<file path="config.mk">
export PLATFORM = sky130hd
export DESIGN_NAME = tgtc_count
export DESIGN_NICKNAME = d
export VERILOG_FILES = /design/src/sv/tgtc_pkg.sv /design/src/sv/tgtc_count.sv
export SDC_FILE = /design/constraint.sdc
export NUM_CORES = 1
export LEC_CHECK = 0
export BUFFER_PORTS_ARGS = -buffer_cell sky130_fd_sc_hd__clkbuf_2
export CAP_MARGIN = 20
export CORE_UTILIZATION = 40
export DETAILED_ROUTE_END_ITERATION = 12
export SYNTH_ARGS = -nofsm -noshare
export SYNTH_HDL_FRONTEND = slang
export SYNTH_SLANG_ARGS = --single-unit
</file>
<file path="constraint.sdc">
create_clock -name clock -period 9.17 [get_ports clock]
set_input_delay 2.2925 -clock clock [delete_from_list [all_inputs] [get_ports clock]]
set_output_delay 2.2925 -clock clock [all_outputs]
set_load 0.01 [all_outputs]
</file>
<file path="src/sv/tgtc_pkg.sv">
// Shared package for the three-gene tumor-only triple counter.
// Holds field widths, request and register codes, defaults and the walker status struct.
// No dependencies.
`timescale 1ns / 1ps

package tgtc_pkg;

   // Default sizing, handed down as module parameters from the top level
   localparam int MAX_GENES_DEF   = 256;
   localparam int MAX_SAMPLES_DEF = 64;

   // Fixed field widths
   localparam int REQ_TYPE_W    = 2;
   localparam int GENE_W        = 8;
   localparam int SAMPLE_W      = 6;
   localparam int EXPR_W        = 32;
   localparam int COUNT_W       = 22;
   localparam int NUM_GENES_W   = 9;
   localparam int TUMOR_W       = 7;
   localparam int CSR_IDX_W     = 2;
   localparam int CSR_DATA_W    = 9;

   // Request codes
   localparam logic [REQ_TYPE_W-1:0] REQ_CLEAR = 2'd0;
   localparam logic [REQ_TYPE_W-1:0] REQ_LOAD  = 2'd1;
   localparam logic [REQ_TYPE_W-1:0] REQ_COUNT = 2'd2;

   // Register indexes
   localparam logic [CSR_IDX_W-1:0] CSR_NUM_GENES = 2'd0;
   localparam logic [CSR_IDX_W-1:0] CSR_TUMOR     = 2'd1;

   // Register reset values
   localparam logic [NUM_GENES_W-1:0] NUM_GENES_RST = 9'd256;
   localparam logic [TUMOR_W-1:0]     TUMOR_RST     = 7'd32;

   // Status from the triple walker to the top level
   typedef struct packed {
      logic rd_en;
      logic done;
   } tgtc_cnt_sts_type;

endpackage

</file>
<file path="src/sv/tgtc_count.sv">
// Triple walker: issues one bitmap read per cycle over all gene triples i<j<k
// and accumulates the qualifying count from the returned data. Uses tgtc_pkg.
`timescale 1ns / 1ps

module tgtc_count #(
   parameter int MAX_GENES   = tgtc_pkg::MAX_GENES_DEF,
   parameter int MAX_SAMPLES = tgtc_pkg::MAX_SAMPLES_DEF
) (
   input  logic                              clock,
   input  logic                              reset,
   input  logic                              start,
   input  logic [$clog2(MAX_GENES+1)-1:0]    n_genes,
   input  logic [MAX_SAMPLES-1:0]            tmask,
   output logic [$clog2(MAX_GENES)-1:0]      rd_addr,
   input  logic [MAX_SAMPLES-1:0]            rd_data,
   output tgtc_pkg::tgtc_cnt_sts_type        sts,
   output logic [tgtc_pkg::COUNT_W-1:0]      total
);

   localparam int AW = $clog2(MAX_GENES);
   localparam int NW = $clog2(MAX_GENES + 1);

   typedef enum logic [4:0] {
      W_IDLE  = 5'b00001,
      W_I     = 5'b00010,
      W_J     = 5'b00100,
      W_K     = 5'b01000,
      W_DRAIN = 5'b10000
   } walk_state_type;

   typedef enum logic [1:0] {
      TAG_NONE = 2'd0,
      TAG_I    = 2'd1,
      TAG_J    = 2'd2,
      TAG_K    = 2'd3
   } rd_tag_type;

   walk_state_type                 state_ff, state_in;
   rd_tag_type                     tag_ff, tag_in;
   logic                           done_ff, done_in;
   logic [NW-1:0]                  i_ff, i_in, j_ff, j_in, k_ff, k_in, n_ff, n_in;
   logic [MAX_SAMPLES-1:0]         tmask_ff, tmask_in;
   logic [MAX_SAMPLES-1:0]         ai_ff, ai_in, pair_ff, pair_in;
   logic [tgtc_pkg::COUNT_W-1:0]   total_ff, total_in;
   logic [MAX_SAMPLES-1:0]         tri_bits;
   logic                           rd_en;

   always_comb begin
      state_in = state_ff;
      tag_in   = TAG_NONE;
      done_in  = 1'b0;
      i_in     = i_ff;
      j_in     = j_ff;
      k_in     = k_ff;
      n_in     = n_ff;
      tmask_in = tmask_ff;
      ai_in    = ai_ff;
      pair_in  = pair_ff;
      total_in = total_ff;
      rd_en    = 1'b0;
      rd_addr  = '0;
      tri_bits = pair_ff & rd_data;

      // returned data, for the address issued in the cycle before
      case (tag_ff)
         TAG_I: ai_in = rd_data;
         TAG_J: pair_in = ai_ff & rd_data;
         TAG_K: begin
            if (((tri_bits & tmask_ff) != '0) && ((tri_bits & ~tmask_ff) == '0) &&
                (total_ff != {tgtc_pkg::COUNT_W{1'b1}})) begin
               total_in = total_ff + 1'b1;
            end
         end
         default: ;
      endcase

      case (state_ff)
         W_IDLE: begin
            if (start) begin
               i_in     = '0;
               n_in     = n_genes;
               tmask_in = tmask;
               total_in = '0;
               state_in = W_I;
            end
         end
         W_I: begin
            if (({1'b0, i_ff} + (NW+1)'(2)) < {1'b0, n_ff}) begin
               rd_en    = 1'b1;
               rd_addr  = i_ff[AW-1:0];
               tag_in   = TAG_I;
               j_in     = i_ff + 1'b1;
               state_in = W_J;
            end else begin
               state_in = W_DRAIN;
            end
         end
         W_J: begin
            rd_en    = 1'b1;
            rd_addr  = j_ff[AW-1:0];
            tag_in   = TAG_J;
            k_in     = j_ff + 1'b1;
            state_in = W_K;
         end
         W_K: begin
            rd_en   = 1'b1;
            rd_addr = k_ff[AW-1:0];
            tag_in  = TAG_K;
            if ((k_ff + 1'b1) == n_ff) begin
               if (({1'b0, j_ff} + (NW+1)'(2)) < {1'b0, n_ff}) begin
                  j_in     = j_ff + 1'b1;
                  state_in = W_J;
               end else begin
                  i_in     = i_ff + 1'b1;
                  state_in = W_I;
               end
            end else begin
               k_in = k_ff + 1'b1;
            end
         end
         W_DRAIN: begin
            done_in  = 1'b1;
            state_in = W_IDLE;
         end
         default: state_in = W_IDLE;
      endcase
   end

   always_ff @(posedge clock) begin
      if (reset) begin
         state_ff <= W_IDLE;
         tag_ff   <= TAG_NONE;
         done_ff  <= 1'b0;
      end else begin
         state_ff <= state_in;
         tag_ff   <= tag_in;
         done_ff  <= done_in;
      end
   end

   always_ff @(posedge clock) begin
      i_ff     <= i_in;
      j_ff     <= j_in;
      k_ff     <= k_in;
      n_ff     <= n_in;
      tmask_ff <= tmask_in;
      ai_ff    <= ai_in;
      pair_ff  <= pair_in;
      total_ff <= total_in;
   end

   assign sts.rd_en = rd_en;
   assign sts.done  = done_ff;
   assign total     = total_ff;

endmodule

</file>
==> run_results.csv, run 1 <==
group,metric,value,unit
drt,drcViolationCount,0,
global_route,overflow,0,
placement,portBuffers,171,
drt,drt-initial-drc-count,637,
die,start_util,41.0,%
synthesis,yosysWarnings,0,
drt,avgViaCountPerCell,5.28,
global_route,grt.total_usage,19.9,%
timing,min_period,5.72,ns
clocking,cts.sinks,258,
timing,final-setup-viol-count,0,
outcome,status,"completed",
timing,relSlewSlack,39.0,%
power_and_ir_drop,powerDensity,230,mW/mm2
die,fp-row-count,61,
setup_path,path_class,"register to primary output",
timing,final.period_utilization,62.4,%
synthesis,netlist_instances,895,
placement,gp_congestion,0.846,
clocking,worstSkewPairLatency,0.54,ns
timing,fin_ws,3.45,ns
timing,drv_slew,0,
die,ios,172,
synthesis,netlist_area,0.0115,mm2
synthesis,synth.avg_cell_area,12.8,um2
timing,tns,0,ns
final_layout,drive_gt1_share,21.7,%
synthesis,synth_edf_count,228,
synthesis,synth_flop_cell,"edfxtp_1",
run,drv_cap,0,
global_route,grt_pass1_vias,7484,
synthesis,synthTopCellsByCount,"edfxtp_1, nand3_1, and2_1, nand3b_1, nand4_1",
clocking,cts_setup_buffers,0,
final_layout,layout.nets,1247,
clocking,cts_made_buffers,28,
clocking,post_cts_resized,0,
clocking,hold_buffers,0,
synthesis,synthArstFlopShare,0,%
setup_path,start_kind,"register",
timing,tightestPinTransition,0.907,ns
final_layout,final_util,49.0,%
drt,via_count,7837,
clocking,cts_root_buffer,"clkbuf_16",
timing,max_freq,0.175,GHz
global_route,met3_usage,3.15,%
synthesis,netlist.area_leader.share,59.7,%
global_route,grt_util_met2,30.9,%
placement,place_ws,4.07,ns
final_layout,area_growth,19.6,%
setup_path,reg2regPathDepth,7,
drt,first_pass_iters,7,
synthesis,yosysTopAreaCell,"edfxtp_1",
die,core-area,0.0280,mm2
drt,wl_per_cell,19.6,um
timing,grt_setup_unrepaired,"false",
global_route,grt_util_met1,29.1,%
setup_path,arrival,3.43,ns
synthesis,ys_types,53,
global_route,antenna_found_initial,1,
timing,hold_viol_final,0,
synthesis,syn-num-nets,1058,
die,die_x,171,um
die,die_y,171,um
clocking,cts_htree_levels,1,
power_and_ir_drop,p_leak,5.06,nW
placement,dpl.hpwl,21.4,mm
min_path,min_path_cells,2,
die,dieArea,0.0294,mm2
global_route,grt_pass1_wl,43.9,mm
global_route,grt_max_degree,51,
timing,clock_skew,0.0104,ns
clocking,path_clk_slew,0.06,ns
power_and_ir_drop,vdd_ir_drop_max,182,uV
setup_path,critPathMaxFanout,8,
clocking,tritoncts,"built",
synthesis,yosysSeqAreaShare,64.9,%
setup_path,cp_data_required_time,6.88,ns
global_route,busiest_layer,"met2",
synthesis,synthTopCellsByArea,"edfxtp_1, dfxtp_1, nand3_1, and2_1, nand3b_1",
clocking,clockBufferDepth,3,
min_path,hold_class,"register to register",
drt,wirelength,29.1,mm
synthesis,synth-seq-cells,258,
drt,postRouteAntennaNets,0,
synthesis,yosysMostFrequentCell,"edfxtp_1",
setup_path,crit_path_end_kind,"primary output",
[sequential cells by signal, indices dropped and copies added, names as in the netlist]
name,cells
tag_ff,2
state_ff,5
n_ff,9
ai_ff,64
tmask_ff,64
i_ff,9
total,22
pair_ff,64
k_ff,9
done_ff,1
j_ff,9
[worst max-delay path, stage by stage (launching register included)]
cell and delay, ns:
edfxtp_1 0.48, ha_1 0.27, nand3_1 0.09, nor2_1 0.05, xnor2_1 0.12, ha_1 0.29
a21oi_1 0.15, o22ai_1 0.09, a211oi_1 0.27, nor2b_1 0.17, o21ai_0 0.28, buf_4 0.27
o21ai_0 0.18, clkbuf_2 0.17
[cells in the final DEF (no fill, tap or decap), types with 5 or more instances in the layout]
cell type	Yosys	final
nand2_1	46	46
edfxtp_1	228	228
or4_1	5	5
inv_1	25	24
o22ai_1	5	5
clkinv_2	0	9
clkbuf_16	0	29
dfxtp_1	30	30
buf_4	2	6
xnor2_1	30	30
ha_1	23	23
o31ai_1	5	5
a22oi_1	7	7
nor3_1	8	8
nand3b_1	54	54
and2_1	70	70
nor4_1	15	15
nand4_1	50	50
clkinv_1	0	6
o21ai_0	23	23
nand3_1	96	96
xor2_1	16	16
clkbuf_2	0	171
o2111ai_1	8	8
nor2_1	37	37
mux2i_1	12	12
a21oi_1	27	27
nand2b_1	6	6
[path summary, 6_finish.rpt]
kind / from / to / slack (ns)
max: i_ff[1] / rd_addr[1] / 3.45
min reg2reg: total[1] / total[1] / 0.50
max reg2reg: state_ff[2] / total[8] / 5.36
min: total[1] / total[1] / 0.50
[routing by layer]
metal	share of wire [%]	up-vias
met1	48	3746
met2	44	247
met3	6.0	38
met4	2.1	0
li1	-	3806
met5	0	-
[report_power, final]
part	switching, mW	internal [mW]	leakage [nW]	total [mW]
registers	0.0819	1.44	2.35	1.52
clock network	0.465	0.685	0.457	1.15
logic	0.296	0.183	2.26	0.479
[logic make-up after synthesis]
logic type / after synthesis / share of synthesized area [%]
multiplexers: 12 / 1.05
AO/OA/AOI/OAI: 93 / 5.33
buffers and inverters: 43 / 1.51
XOR/XNOR: 47 / 3.71
AND/OR/NAND/NOR: 419 / 21.0
adder cells (fa/ha/maj): 23 / 2.51
flip-flops: 258 / 64.9
[through the flow]
| step | hold slack [ns] | instances | area (um2) | power, mW |
|---|---|---|---|---|
| final | 0.502 | 1485 | 13700 | 3.15 |
| after global routing | 0.525 | 1484 | 13700 | 3.29 |
| after global placement | 0.484 | 1432 | 12800 | 2.02 |
| after CTS | 0.501 | 1484 | 13700 | 3.17 |
| after detailed placement | 0.492 | 1432 | 12800 | 2.03 |
| after floorplan | 0.463 | 895 | 11500 | 1.84 |
[cell type report]
class | instances | area, um2
fill | 2528 | 14300
sequential | 258 | 7450
multi-input combinational | 594 | 3870
timing repair buffer | 177 | 901
clock buffer | 31 | 733
tap | 378 | 473
clock inverter | 21 | 203
inverter | 25 | 95.1
antenna | 1 | 2.50
No activity file was read; power rests on OpenSTA's default activity.
==> inputs of run 2 (changes only) <==
- clock period: 9.17 -> 4.9 ns (I/O delays scaled with it)
==> run_results.csv, run 2 (synthesis gave the netlist of run 1 again) <==
group,metric,value,unit
drt,wl_met1,13.5,mm
power_and_ir_drop,vdd_ir_drop_max,281,uV
timing,final.period_utilization,90.1,%
drt,wl_per_cell,19.5,um
min_path,hold_class,"register to register",
timing,drv_slew,0,
global_route,antenna_found_initial,3,
setup_path,crit_path_start,"i_ff[3]",
setup_path,crit_path_end_kind,"primary output",
global_route,grt.total_usage,19.7,%
drt,highest_layer,"met4",
final_layout,reg_top3,"ai_ff x64, pair_ff x64, tmask_ff x64",
power_and_ir_drop,p_leak,5.11,nW
clocking,cts.sinks,258,
timing,tns,0,ns
power_and_ir_drop,finalPower,6.06,mW
placement,dpl.hpwl,21.3,mm
setup_path,path_class,"register to primary output",
final_layout,fin_area,0.0138,mm2
clocking,hold_buffers,0,
clocking,tritoncts,"built",
die,start_util,41.0,%
placement,gp_congestion,0.817,
clocking,clockBufferDepth,3,
drt,postRouteAntennaNets,0,
setup_path,cp_data_required_time,3.67,ns
placement,portBuffers,171,
clocking,cts_htree_levels,1,
run,drv_cap,0,
drt,drt-initial-drc-count,621,
timing,whs,0.503,ns
global_route,grt_pass1_vias,7533,
final_layout,fillers,2532,
setup_path,critPathMaxFanout,7,
setup_path,reg2reg_slack,1.39,ns
final_layout,drive_gt1_share,22.1,%
timing,tightestPinTransition,0.930,ns
drt,via_count,7850,
power_and_ir_drop,powerDensity,438,mW/mm2
final_layout,layout.nets,1251,
clocking,post_cts_resized,0,
clocking,cts_root_buffer,"clkbuf_16",
clocking,path_clk_slew,0.06,ns
final_layout,final_cell_mix,"edfxtp_1, clkbuf_2, nand3_1",
die,fp-row-count,61,
global_route,grt_max_degree,50,
outcome,status,"completed",
setup_path,arrival,3.19,ns
final_layout,area_growth,20.5,%
timing,max_freq,0.227,GHz
global_route,grt_pass1_wl,43.4,mm
clocking,cts_setup_buffers,0,
drt,avgViaCountPerCell,5.26,
placement,placed_cell_area,0.0128,mm2
die,die_y,171,um
timing,relSlewSlack,37.4,%
drt,met2_length,13.1,mm
timing,min_period,4.41,ns
die,die_x,171,um
setup_path,reg2regPathDepth,8,
clocking,worstSkewPairLatency,0.55,ns
drt,wirelength,29.0,mm
setup_path,r2r_start,"k_ff[0]",
die,dieArea,0.0294,mm2
setup_path,start_kind,"register",
clocking,cts_made_buffers,29,
global_route,overflow,0,
drt,first_pass_iters,5,
die,ios,172,
setup_path,worstSetupEndpoint,"rd_addr[1]",
drt,wl_met3,1.88,mm
timing,grt_setup_unrepaired,"false",
timing,final-setup-viol-count,0,
timing,hold_viol_final,0,
setup_path,reg2reg_to,"i_ff[4]",
final_layout,layout_commonest_cell,"edfxtp_1",
drt,drcViolationCount,0,
die,core-area,0.0280,mm2
timing,clock_skew,0.0152,ns
[run 2: power by group]
part           internal [mW]  switching, mW  total (mW)  leakage [nW]
sequential              2.69          0.155        2.85          2.35
combinational          0.348          0.551       0.899          2.27
clock                   1.42          0.891        2.31         0.496
[run 2: layer usage]
layer	global-route usage [%]	up-vias
met5	0	-
met4	4.66	0
met3	3.68	30
met2	30.8	229
met1	28.4	3760
li1	-	3831
[run 2: worst min-delay path by stage]
stage                     cells past startpoint   endpoint  slack (ns)        start
final                                         2   total[1]        0.50     total[1]
after global routing                          2  total[16]        0.51    total[16]
after CTS                                     2  total[16]        0.50    total[16]
after detailed placement                      2    done_ff        0.49  state_ff[4]
after global placement                        2  total[16]        0.48    total[16]
after floorplan                               2    done_ff        0.46  state_ff[4]
[run 2: area by class of cell]
cell class                 count  area, um2  area share [%]
clock inverter                18        251            1.82
timing repair buffer         180        921            6.66
multi-input combinational    594       3870            28.0
clock buffer                  36        762            5.51
inverter                      25       95.1           0.688
sequential                   258       7450            53.9
tap                          378        473            3.42
antenna                        2       5.00          0.0362
[run 2: critical path: stages, from the launching register on]
cell and delay, ns:
edfxtp_1 0.47, nand3_1 0.15, nor2_1 0.19, nand3_1 0.12
xnor2_1 0.15, ha_1 0.29, and3_1 0.20, a211oi_1 0.28
nor2b_1 0.16, o21ai_0 0.12, buf_4 0.19, o21ai_0 0.17
clkbuf_2 0.16
[run 2: metrics by stage]
| step | instances | util [%] | worst slack, ns |
|---|---|---|---|
| after global routing | 1490 | 49.3 | 0.221 |
| after CTS | 1488 | 49.3 | 0.476 |
| final | 1491 | 49.3 | 0.485 |
| after global placement | 1434 | 45.7 | 0.939 |
| after floorplan | 895 | - | 1.20 |
| after detailed placement | 1434 | 45.7 | 0.919 |
==> inputs of run 3 (changes only) <==
- ABC_AREA: unset -> 1
- clock period: 4.9 -> 5.4 ns (I/O delays scaled with it)
==> run_results.csv, run 3 <==
group,metric,value,unit
synthesis,yosysTopAreaCell,"edfxtp_1",
clocking,hold_buffers,0,
synthesis,synthTopCellsByArea,"edfxtp_1, nand2_1, inv_1, nand3_1, nor2_1",
final_layout,instances_no_fill,1898,
synthesis,synthSimpleGateAreaFrac,25.4,%
timing,max_freq,0.214,GHz
power_and_ir_drop,p_switching,1.31,mW
die,dieArea,0.0314,mm2
synthesis,synth_flop_cell,"edfxtp_1",
final_layout,layout_commonest_cell,"nand2_1",
placement,gp_congestion,0.938,
global_route,grt_pass1_vias,9066,
power_and_ir_drop,powerDensity,345,mW/mm2
global_route,overflow,0,
setup_path,arrival,3.33,ns
setup_path,path_class,"register to primary output",
setup_path,cp_data_required_time,4.05,ns
global_route,grt_pass1_wl,45.0,mm
synthesis,netlist_area,0.0123,mm2
timing,final.period_utilization,86.6,%
clocking,clockBufferDepth,3,
timing,fin_ws,0.721,ns
synthesis,synth_fa_ha_area_share,2.34,%
setup_path,start_kind,"register",
drt,drcViolationCount,0,
clocking,cts_setup_buffers,0,
synthesis,synth-compound-area-share,2.61,%
timing,final-setup-viol-count,0,
power_and_ir_drop,vdd_ir_drop_max,298,uV
die,die_x,177,um
global_route,antenna_found_initial,4,
synthesis,synth_xor_area_share,2.18,%
final_layout,drive_gt1_share,16.1,%
setup_path,slowest_delay,0.47,ns
placement,place_ws,1.37,ns
timing,hold_viol_final,0,
clocking,path_clk_slew,0.06,ns
timing,grt_setup_unrepaired,"false",
power_and_ir_drop,p_int,3.71,mW
final_layout,final_cell_mix,"nand2_1, edfxtp_1, inv_1",
drt,wirelength,28.5,mm
placement,portBuffers,171,
global_route,grt_max_degree,65,
die,ios,172,
outcome,status,"completed",
synthesis,syn-num-nets,1454,
drt,drt-initial-drc-count,596,
synthesis,synth_edf_count,228,
timing,relSlewSlack,31.5,%
power_and_ir_drop,p_leak,6.59,nW
final_layout,area_growth,18.5,%
timing,whs,0.489,ns
clocking,worstSkewPairLatency,0.56,ns
clocking,post_cts_resized,0,
setup_path,crit_path_end_kind,"primary output",
drt,via_count,9299,
drt,wl_per_cell,15.0,um
power_and_ir_drop,switching_share,26.1,%
clocking,cts_root_buffer,"clkbuf_16",
clocking,cts_made_buffers,30,
synthesis,netlist.area_leader.share,55.8,%
drt,first_pass_iters,5,
timing,min_period,4.68,ns
synthesis,synth_mux_area_share,0,%
min_path,hold_class,"register to register",
placement,dpl.hpwl,20.6,mm
timing,tightestPinTransition,1.03,ns
drt,postRouteAntennaNets,0,
die,die_y,177,um
synthesis,yosysSeqAreaShare,60.7,%
drt,avgViaCountPerCell,4.90,
die,core-area,0.0299,mm2
final_layout,reg_top3,"ai_ff x64, pair_ff x64, tmask_ff x64",
timing,tns,0,ns
synthesis,yosysWarnings,0,
clocking,cts.sinks,258,
power_and_ir_drop,clkPwrFrac,38.0,%
die,start_util,41.1,%
timing,clock_skew,0.0132,ns
power_and_ir_drop,finalPower,5.02,mW
clocking,cts_htree_levels,1,
global_route,grt.total_usage,18.2,%
synthesis,ys_types,35,
power_and_ir_drop,power_frac_comb,12.8,%
synthesis,synth.avg_cell_area,9.51,um2
synthesis,synthArstFlopShare,0,%
synthesis,synthTopCellsByCount,"nand2_1, edfxtp_1, inv_1, nor2_1, nand3_1",
synthesis,netlist_instances,1291,
power_and_ir_drop,seqPwrFrac,49.1,%
setup_path,crit_path_cell_trace,"inv_1 -> nor3_1 -> nand3_1 -> xor2_1 -> ha_1 -> a211oi_1 -> nand3_1 -> inv_1 -> nand2_1 -> o221ai_1 -> clkbuf_2",
synthesis,synth_top_family_by_area,"simple AND/OR/NAND/NOR gates",
placement,dp_cells,1844,
die,fp-row-count,63,
synthesis,synth-seq-cells,258,
synthesis,yosysMostFrequentCell,"nand2_1",
setup_path,critPathMaxFanout,8,
run,drv_cap,0,
timing,drv_slew,0,
final_layout,layout.nets,1649,
setup_path,crit_path_top_delay_cell,"edfxtp_1",
final_layout,antenna_cells,0,
clocking,tritoncts,"built",
## run 3: power by group through the flow
stage | logic [mW] | clock network, mW | registers, mW
final | 0.644 | 1.91 | 2.46
after detailed placement | 0.650 | 0 | 2.50
after floorplan | 0.426 | 0 | 2.48
after global routing | 0.738 | 2.04 | 2.48
after CTS | 0.654 | 1.97 | 2.46
after global placement | 0.636 | 0 | 2.50
## run 3: path summary, 6_finish.rpt
path | startpoint | to | slack, ns | cells after the start
setup / recovery | i_ff[2] | rd_addr[3] | 0.72 | 11
hold reg to reg | total[7] | total[7] | 0.49 | 2
setup reg to reg | i_ff[2] | j_ff[1] | 2.31 | 10
hold / removal | total[7] | total[7] | 0.49 | 2
## run 3: cell type report
type                    instances  area [um2]
clock buffers                  34         766
clock inverters                20         165
fillers                      2758       15300
inverters                     200         751
multi-input cells             819        4020
flip-flops and latches        258        7450
well taps                     390         488
repair buffers                177         901
## run 3: stage by stage
step	utilization, %	cell area [um2]
floorplan	-	12300
global placement	45.5	13600
detailed placement	45.5	13600
CTS	48.7	14500
global route	48.7	14500
finish	48.7	14500
## run 3: routing by layer
metal | routed length [um] | vias up | global-route usage (%)
li1 | - | 4673 | -
met1 | 12800 | 4326 | 23.7
met2 | 13000 | 237 | 30.5
met3 | 1970 | 55 | 3.78
met4 | 688 | 8 | 5.17
met5 | 57 | - | 0
## run 3: kinds of logic after synthesis
kind of cell,count (synthesis)
AO/OA/AOI/OAI,57
flip-flops,258
XOR/XNOR,29
adder cells (fa/ha/maj),23
buffers and inverters,214
AND/OR/NAND/NOR,710
## run 3: worst max-delay path, delay by kind of cell, from the launching register on
kind	cells	cell delay (ns)
AOI/OAI and AO/OA	2	0.37
xor gates and xnor gates	1	0.17
adders and majority gates	1	0.30
buffers and inverters	3	0.53
DFF	1	0.47
and+or+nand+nor	4	0.93
